===== config.mk =====
export PLATFORM = sky130hd
export DESIGN_NAME = mss_ctrl
export DESIGN_NICKNAME = d
export VERILOG_FILES = /design/src/rtl/mss_pkg.sv /design/src/rtl/mss_ctrl.sv
export SDC_FILE = /design/constraint.sdc
export NUM_CORES = 1
export LEC_CHECK = 0
export BUFFER_PORTS_ARGS = -buffer_cell sky130_fd_sc_hd__clkbuf_2
export CAP_MARGIN = 20
export CORE_AREA = 10 10 47 49
export DETAILED_ROUTE_END_ITERATION = 7
export DIE_AREA = 0 0 57 59
export SKIP_LAST_GASP = 1
export SYNTH_ARGS = -nofsm -noshare
export SYNTH_HDL_FRONTEND = slang
export SYNTH_SLANG_ARGS = --single-unit

===== constraint.sdc =====
create_clock -name clk_i -period 1.7 [get_ports clk_i]
set_clock_uncertainty 0.15 [all_clocks]
set_input_delay 0.17 -clock clk_i [delete_from_list [all_inputs] [get_ports clk_i]]
set_output_delay 0.17 -clock clk_i [all_outputs]
set_load 0.03 [all_outputs]

===== src/rtl/mss_pkg.sv =====
// shared types, constants and the noise table of the mic sample serializer
package mss_pkg;

  // store sizes
  localparam int unsigned CAPTURE_DEPTH = 4096;
  localparam int unsigned SAMPLE_DEPTH  = 65536;
  localparam int unsigned NOISE_LEN     = 32;

  // derived widths
  localparam int unsigned POS_W   = $clog2(CAPTURE_DEPTH);
  localparam int unsigned PLAY_W  = $clog2(2 * CAPTURE_DEPTH);
  localparam int unsigned CAP_AW  = PLAY_W;
  localparam int unsigned SAMP_AW = $clog2(SAMPLE_DEPTH);
  localparam int unsigned COUNT_W = SAMP_AW + 1;
  localparam int unsigned BPOS_W  = COUNT_W;
  localparam int unsigned NOISE_AW = $clog2(NOISE_LEN);

  // port widths
  localparam int unsigned IN_DATA_W  = 16;
  localparam int unsigned IN_USER_W  = 2;
  localparam int unsigned OUT_DATA_W = 16;
  localparam int unsigned APB_AW     = 4;
  localparam int unsigned APB_DW     = 32;

  // byte and lfsr constants
  localparam logic [7:0]  SILENCE   = 8'h80;
  localparam logic [15:0] LFSR_TAPS = 16'hB400;
  localparam logic [15:0] LFSR_SEED = 16'h0001;

  // command codes
  typedef enum logic [1:0] {
    CMD_READ    = 2'd0,
    CMD_CAPTURE = 2'd1,
    CMD_LOAD    = 2'd2,
    CMD_RESET   = 2'd3
  } mss_cmd_e;

  // register indexes
  typedef enum logic [1:0] {
    REG_MIC_ENABLED  = 2'd0,
    REG_NOISE_MODE   = 2'd1,
    REG_MOVIE_ACTIVE = 2'd2
  } mss_reg_e;

  // controller states
  typedef enum logic [2:0] {
    ST_CLEAR = 3'b001,
    ST_IDLE  = 3'b010,
    ST_RESP  = 3'b100
  } mss_state_e;

  // where the source byte of a read comes from
  typedef enum logic [1:0] {
    SRC_FIXED   = 2'd0,
    SRC_CAPTURE = 2'd1,
    SRC_SAMPLE  = 2'd2
  } mss_src_e;

  typedef struct packed {
    logic mic_enabled;
    logic noise_mode;
    logic movie_active;
  } mss_cfg_t;

  // controller to datapath
  typedef struct packed {
    logic item_go;
    logic clear_run;
    logic resp_go;
  } mss_ctl_t;

  // datapath to controller
  typedef struct packed {
    logic in_read;
    logic in_clear;
    logic clear_last;
    logic out_free;
  } mss_sts_t;

  // fixed button noise pattern
  function automatic logic [7:0] noise_byte(input logic [NOISE_AW-1:0] idx);
    logic [7:0] b;
    unique case (idx)
      5'd0:  b = 8'hFC;
      5'd9:  b = 8'hF5;
      5'd14: b = 8'h8E;
      5'd16: b = 8'hF4;
      5'd17: b = 8'hE1;
      5'd18: b = 8'hBF;
      5'd19: b = 8'h9A;
      5'd20: b = 8'h71;
      5'd21: b = 8'h58;
      5'd22: b = 8'h5B;
      5'd23: b = 8'h5F;
      5'd24: b = 8'h62;
      5'd25: b = 8'hC2;
      5'd26: b = 8'h25;
      5'd27: b = 8'h05;
      5'd28: b = 8'h01;
      5'd29: b = 8'h01;
      5'd30: b = 8'h01;
      5'd31: b = 8'h01;
      default: b = 8'hFF;
    endcase
    return b;
  endfunction

endpackage


===== src/rtl/mss_ctrl.sv =====
// controller state machine: clearing sweep, word acceptance, result load
module mss_ctrl import mss_pkg::*; (
  input  logic     clk_i,
  input  logic     rst_ni,
  input  logic     in_valid_i,
  input  mss_sts_t sts_i,
  output logic     in_ready_o,
  output mss_ctl_t ctl_o
);

  mss_state_e state_q, state_d;

  // accept only when idle and the output register is free by next cycle
  assign in_ready_o = (state_q == ST_IDLE) && sts_i.out_free;

  always_comb begin
    state_d         = state_q;
    ctl_o.item_go   = 1'b0;
    ctl_o.clear_run = 1'b0;
    ctl_o.resp_go   = 1'b0;
    unique case (state_q)
      ST_CLEAR: begin
        ctl_o.clear_run = 1'b1;
        if (sts_i.clear_last) begin
          state_d = ST_IDLE;
        end
      end
      ST_IDLE: begin
        if (in_valid_i && sts_i.out_free) begin
          ctl_o.item_go = 1'b1;
          if (sts_i.in_read) begin
            state_d = ST_RESP;
          end else if (sts_i.in_clear) begin
            state_d = ST_CLEAR;
          end
        end
      end
      ST_RESP: begin
        ctl_o.resp_go = 1'b1;
        state_d       = ST_IDLE;
      end
      default: begin
        state_d = ST_CLEAR;
      end
    endcase
  end

  // state register, a clearing sweep follows reset
  always_ff @(posedge clk_i or negedge rst_ni) begin
    if (!rst_ni) begin
      state_q <= ST_CLEAR;
    end else begin
      state_q <= state_d;
    end
  end

endmodule


; Word-level counts from Yosys, hierarchy flattened
; Cells that the tools add are included.
[word_totals]
output_inout_bits = 4
elab_cells = 19
regBits = 3
in_bits = 7
romBits = 0
n_memories = 0
mem_bits_rw = 0
latch_bits = 0
[classes]
n_lt_le_gt_ge = 0
bitwise_logic = 0
muxes = 9
n_reduce_logical = 3
div = 0
eq_ne = 6
n_addsub = 0
multipliers = 0
shifts = 0
[op_table]
columns = op, n
row1 = $mux W3, 4
row2 = $pmux W3 S3, 1
row3 = $mux W1, 4
row4 = $eq A3 B1 Y1 const B, 1
row5 = $eq A3 B2 Y1 const B, 1
row6 = $eq A3 B3 Y1 const B, 1
row7 = $ne A3 B3 Y1 const B, 1
row8 = $reduce_and A3 Y1, 1
row9 = $logic_and A1 B1 Y1, 2
row10 = $ne A2 B1 Y1 const B, 1
row11 = $ne A2 B2 Y1 const B, 1

; Longest topological paths before layout
; Gate-level depths: netlist (run 1).
[depth]
word_depth = 4
mapped_depth = 2
depth_no_buf = 2

; Least setup slack after synthesis (run 1)
; No wires, ideal clock.
[synth_path]
path_kind = register to output
start = register state_q[0]
end = output port ctl_o[1] in the netlist's numbering
required_time_ps = 1380
t_arrival_ps = 1307
path_stages_with_launch = 2
setup_slack_ps = 73
n_path_buf = 0
cell_sequence = dfstp_2 > nor3b_1
[synth_lines]
columns = item, line
row1 = start: declaration, mss_ctrl.sv:11  ; mss_state_e state_q, state_d;
row2 = start signal: assignment, mss_ctrl.sv:53  ; state_q <= state_d;
row3 = end: declaration, mss_ctrl.sv:8  ; output mss_ctl_t ctl_o

==> impl_metrics.env, run 1 <==
export IMPL_status="finished, final reports clean"
export IMPL_grt_pass1_wl_um=883
export IMPL_synth_xor_area_share_pct=0
export IMPL_htree_levels=1
export IMPL_area_delta_synth_final_pct=63.6
export IMPL_worst_hold_slack_ns=0.0510
export IMPL_port_buffer_count=10
export IMPL_netlist_area_um2=179
export IMPL_ctsLongestPathBuffers=2
export IMPL_yosysWarnings=0
export IMPL_synthAdderAreaFrac_pct=0
export IMPL_synth_compound_area_share_pct=13.3
export IMPL_drv_cap=0
export IMPL_rr_worst_depth=3
export IMPL_cts_num_sinks=3
export IMPL_seq_area_frac_synth_pct=42.7
export IMPL_die_h_um=59
export IMPL_worstPathRequired_ns=1.38
export IMPL_fin_area_um2=293
export IMPL_hp_class="in -> reg"
export IMPL_wl_per_cell_um=11.5
export IMPL_numCtsBuffers=3
export IMPL_hold_depth=3
export IMPL_io_pins=11
export IMPL_ant_nets=0
export IMPL_drive_above_1_share_pct=56.7
export IMPL_cp_arrival_ns=1.26
export IMPL_synthMuxAreaShare_pct=0
export IMPL_cts_tree="built"
export IMPL_syn_nets=21
export IMPL_power_density_mw_per_mm2=1410
export IMPL_synth_top_family_by_area="simple AND/OR/NAND/NOR gates"
export IMPL_via_per_inst=3.87
export IMPL_slew_viol_final=0
export IMPL_fp_dieW_um=57
export IMPL_syn_area_per_cell_um2=12.8
export IMPL_worst_setup_path_end_kind="output port"
export IMPL_dieArea_mm2=0.00336
export IMPL_num_nets_final=38
export IMPL_grt_pass1_vias=197
export IMPL_rsz0062_at_grt="no"
export IMPL_drt_total_wl_um=531
export IMPL_core_mm2=0.00140
export IMPL_min_delay_start="sts_i[2]"
export IMPL_regMostFlops="state_q"
export IMPL_leakagePower_uw=0.000139
export IMPL_worst_pin_slew_ns=0.353
export IMPL_startpoint_type="flop"
export IMPL_core_rowCount=14
export IMPL_syn_inst=14
export IMPL_reg_top3="state_q (3)"
export IMPL_slew_headroom_pct=76.1
export IMPL_clock_latency_ns=0.24
export IMPL_r2r_start="state_q[0]$_DFFE_PN1P_"
export IMPL_post_route_period_util_pct=93.1
export IMPL_setup_tns_ns=0
export IMPL_critPathKind="reg -> out"
export IMPL_reg2reg_slack_ns=0.41
export IMPL_routed_via_count=178
export IMPL_reg2reg_to="state_q[1]$_DFFE_PN0P_"
export IMPL_grt_usage_pct=3.80
export IMPL_antenna_found_initial=0
export IMPL_yosys_area_share_simple_pct=44.1
export IMPL_fmax_mhz=632
export IMPL_drt_initial_drc_count=7
export IMPL_yosys_cell_types_count=13
export IMPL_setup_violations=0
export IMPL_min_to="state_q[0]$_DFFE_PN1P_"
export IMPL_start_util_pct=12.8
export IMPL_drtPass1Iterations=2
export IMPL_n_antenna_cell=0
export IMPL_place_area_um2=249
export IMPL_synth_seq_cells=3
export IMPL_clockRootBuffer="clkbuf_4"
export IMPL_grt_max_degree=6
export IMPL_vdd_drop_max_mv=0.486
export IMPL_gp_congestion=0.770
export IMPL_period_minus_slack_ns=1.58
export IMPL_clk_pin_slew_ns=0.04
export IMPL_overflow=0
export IMPL_cp_max_fo=4
export IMPL_drc=0
export IMPL_hold_viol=0
export IMPL_largest_register_ffs=3
critical path: stages (launching register included):
cell	delay (ns)
dfstp_2	0.57
nor3b_1	0.21
clkbuf_2	0.25
cell usage after synthesis:
| library cell | instances | area share (%) |
|---|---|---|
| dfrtp_1 | 2 | 28 |
| a211o_1 | 1 | 4.9 |
| and2_1 | 1 | 3.5 |
| and3_1 | 1 | 3.5 |
| and4_1 | 1 | 4.9 |
| a211oi_1 | 1 | 4.2 |
| nor4bb_1 | 1 | 5.6 |
| nor3b_4 | 1 | 10 |
| o211ai_1 | 1 | 4.2 |
| nor3b_1 | 1 | 4.2 |
| dfstp_2 | 1 | 15 |
| nor3b_2 | 1 | 7.0 |
| nand4b_1 | 1 | 4.9 |
routing by layer:
layer,GRT usage [%],share of wire (%)
met1,4.16,52
met2,2.64,23
met3,6.44,25
met4,2.01,0
met5,0,0
worst max-delay path by stage:
stage | from | endpoint | slack, ns | cells after the start
3_5_place_dp | state_q[2]$_DFFE_PN0P_ | ctl_o[2] | 0.34 | 3
3_3_place_gp | state_q[0]$_DFFE_PN1P_ | ctl_o[1] | 0.33 | 2
2_1_floorplan | state_q[0]$_DFFE_PN1P_ | ctl_o[1] | 0.07 | 1
5_1_grt | state_q[2]$_DFFE_PN0P_ | ctl_o[2] | 0.03 | 3
6_report | state_q[0]$_DFFE_PN1P_ | ctl_o[1] | 0.12 | 2
4_1_cts | state_q[2]$_DFFE_PN0P_ | ctl_o[2] | 0.08 | 3
final cells by class:
cell class | count | area, um^2
Tap cell | 16 | 20.0
Fill cell | 164 | 1110
Multi-Input combinational cell | 11 | 103
Timing Repair Buffer | 12 | 67.6
Clock buffer | 4 | 26.3
Sequential cell | 3 | 76.3
repair_timing:
item,in CTS,in global routing
hold buffers,1,0
resized for setup,0,0
endpoints found under the setup margin,0,1
endpoints found under the hold margin,3,0
buffers inserted,0,1
kinds of logic (layout without fill, tap and decap cells):
logic type      count (synthesis)  in the layout
simple gates                    8              8
buf+inv                         0             16
compound gates                  3              3
flops                           3              3
cells in the final DEF (no fill, tap or decap):
cell type / Yosys / final
a211o_1: 1 / 1
a211oi_1: 1 / 1
and2_1: 1 / 1
and3_1: 1 / 1
and4_1: 1 / 1
buf_4: 0 / 1
clkbuf_1: 0 / 1
clkbuf_2: 0 / 10
clkbuf_4: 0 / 3
dfrtp_1: 2 / 2
dfstp_2: 1 / 1
dlygate4sd3_1: 0 / 1
nand4b_1: 1 / 1
nor3b_1: 1 / 1
nor3b_2: 1 / 1
nor3b_4: 1 / 1
nor4bb_1: 1 / 1
o211ai_1: 1 / 1
report_power, final:
part | switching, uW | internal [uW] | total (uW) | leakage [uW]
clock | 39.4 | 88.1 | 128 | 0.0000150
combinational | 81.6 | 71.2 | 153 | 0.0000872
sequential | 29.6 | 102 | 132 | 0.0000371
total | 151 | 261 | 412 | 0.000139
through the flow:
| step | util, % | setup WS [ns] | instances | total power (uW) |
|---|---|---|---|---|
| after floorplan | - | 0.0729 | 14 | 233 |
| after global placement | 17.8 | 0.334 | 40 | 276 |
| after detailed placement | 17.8 | 0.338 | 40 | 276 |
| after CTS | 20.4 | 0.0817 | 45 | 412 |
| after global routing | 20.9 | 0.0350 | 46 | 451 |
| final | 20.9 | 0.118 | 46 | 412 |
(Power assumes the default switching activity.)
==> run 2: changes to the inputs <==
--- a/config.mk
+++ b/config.mk
@@ -8,6 +8,7 @@
 export BUFFER_PORTS_ARGS = -buffer_cell sky130_fd_sc_hd__clkbuf_2
 export CAP_MARGIN = 20
 export CORE_AREA = 10 10 47 49
+export CTS_BUF_LIST = sky130_fd_sc_hd__clkbuf_8
 export DETAILED_ROUTE_END_ITERATION = 7
 export DIE_AREA = 0 0 57 59
 export SKIP_LAST_GASP = 1
==> constraint.sdc (replaced) <==
create_clock -name clk_i -period 1.8 [get_ports clk_i]
set_clock_uncertainty 0.15 [all_clocks]
set_input_delay 0.18 -clock clk_i [delete_from_list [all_inputs] [get_ports clk_i]]
set_output_delay 0.18 -clock clk_i [all_outputs]
set_load 0.03 [all_outputs]
==> impl_metrics.env, run 2 (synthesis results as in run 1) <==
export IMPL_status="finished, final reports clean"
export IMPL_drt_total_wl_um=513
export IMPL_slew_headroom_pct=76.1
export IMPL_cp_arrival_ns=1.26
export IMPL_gp_congestion=0.770
export IMPL_via_per_inst=3.82
export IMPL_reg_top3="state_q (3)"
export IMPL_utilization_pct=21.7
export IMPL_power_density_mw_per_mm2=1480
export IMPL_place_area_um2=249
export IMPL_setup_violations=0
export IMPL_clockRootBuffer="clkbuf_8"
export IMPL_grt_pass1_vias=197
export IMPL_grt_usage_pct=4.02
export IMPL_cp_max_fo=5
export IMPL_grt_pass1_wl_um=890
export IMPL_io_pins=11
export IMPL_cts_resized=0
export IMPL_fmax_mhz=630
export IMPL_regMostFlops="state_q"
export IMPL_hold_viol=0
export IMPL_setup_tns_ns=0
export IMPL_worst_pin_slew_ns=0.353
export IMPL_drive_above_1_share_pct=55.2
export IMPL_clock_latency_ns=0.22
export IMPL_n_antenna_cell=0
export IMPL_vdd_drop_max_mv=0.570
export IMPL_drc=0
export IMPL_core_mm2=0.00140
export IMPL_core_rowCount=14
export IMPL_rsz0062_at_grt="no"
export IMPL_final_common_cell="clkbuf_2"
export IMPL_die_h_um=59
export IMPL_worstPathRequired_ns=1.47
export IMPL_num_nets_final=37
export IMPL_port_buffer_count=10
export IMPL_overflow=0
export IMPL_ant_nets=0
export IMPL_critPathKind="reg -> out"
export IMPL_dieArea_mm2=0.00336
export IMPL_layout_common_cells="clkbuf_2 (10), clkbuf_8 (3), dfrtp_1 (2)"
export IMPL_period_minus_slack_ns=1.59
export IMPL_startpoint_type="flop"
export IMPL_fillers=165
export IMPL_drtPass1Iterations=1
export IMPL_fin_area_um2=304
export IMPL_hp_class="in -> reg"
export IMPL_wl_per_cell_um=11.4
export IMPL_cts_tree="built"
export IMPL_area_delta_synth_final_pct=69.9
export IMPL_post_route_period_util_pct=88.2
export IMPL_start_util_pct=12.8
export IMPL_drt_initial_drc_count=0
export IMPL_numCtsBuffers=3
export IMPL_fp_dieW_um=57
export IMPL_worst_setup_path_end_kind="output port"
export IMPL_routed_via_count=172
export IMPL_slew_viol_final=0
export IMPL_ctsLongestPathBuffers=2
export IMPL_grt_max_degree=6
export IMPL_largest_register_ffs=3
export IMPL_antenna_found_initial=0
export IMPL_drv_cap=0
export IMPL_cts_num_sinks=3
export IMPL_clk_pin_slew_ns=0.03
export IMPL_leakagePower_uw=0.000146
export IMPL_htree_levels=1
[run 2: cell types whose count changed in the layout (fill, tap and decap cells not counted)]
| cell | previous run | this run |
|---|---|---|
| buf_4 | 1 | 0 |
| clkbuf_1 | 1 | 0 |
| clkbuf_4 | 3 | 0 |
| clkbuf_8 | 0 | 3 |
| inv_1 | 0 | 1 |
[run 2: final timing paths]
| check | from | cells after the start | end | slack, ns |
|---|---|---|---|---|
| max in group asynchronous | rst_ni | 2 | state_q[0]$_DFFE_PN1P_ | 1.15 |
| worst min-delay path | sts_i[2] | 3 | state_q[0]$_DFFE_PN1P_ | 0.08 |
| min in group asynchronous | rst_ni | 2 | state_q[2]$_DFFE_PN0P_ | 0.15 |
| worst max-delay path | state_q[2]$_DFFE_PN0P_ | 3 | ctl_o[2] | 0.21 |
| worst max register to register | state_q[0]$_DFFE_PN1P_ | 2 | state_q[1]$_DFFE_PN0P_ | 0.54 |
| worst min register to register | state_q[1]$_DFFE_PN0P_ | 2 | state_q[0]$_DFFE_PN1P_ | 0.55 |
[run 2: through the flow]
step	instances	hold slack (ns)	total power, uW	worst slack (ns)
detailed placement	40	-0.169	261	0.428
global route	45	0.0964	490	0.103
global placement	40	-0.172	261	0.424
CTS	45	0.0777	459	0.196
finish	45	0.0842	449	0.213
floorplan	14	-0.266	220	0.163
[run 2: area by class of cell]
class	count	area (um^2)	share of cell area [%]
Timing Repair Buffer	11	60.1	19.8
Multi-Input combinational cell	11	103	33.7
Clock inverter	1	3.75	1.23
Sequential cell	3	76.3	25.1
Clock buffer	3	41.3	13.6
Tap cell	16	20.0	6.58
[run 2: per-layer routing]
layer	up-vias	track usage [%]	wire, um
met5	-	0	0
met4	0	4.03	17
met3	5	6.44	137
met2	14	2.64	94
met1	65	4.04	264
li1	88	-	-
[run 2: timing repair]
item / 4_1_cts / 5_1_grt
buffers inserted: 0 / 0
setup endpoints to repair: 0 / 0
hold endpoints to repair: 3 / 0
hold buffers: 1 / 0
[run 2: report_power, final]
group          internal [uW]  switching (uW)  total, uW
clock network            145            43.8        189
registers               96.5            27.8        124
logic                   61.3            74.7        136
[run 2: worst max-delay path: stages (launching register included)]
cell and delay, ns:
dfrtp_1 0.41, nor3b_4 0.24, and3_1 0.19, clkbuf_2 0.20
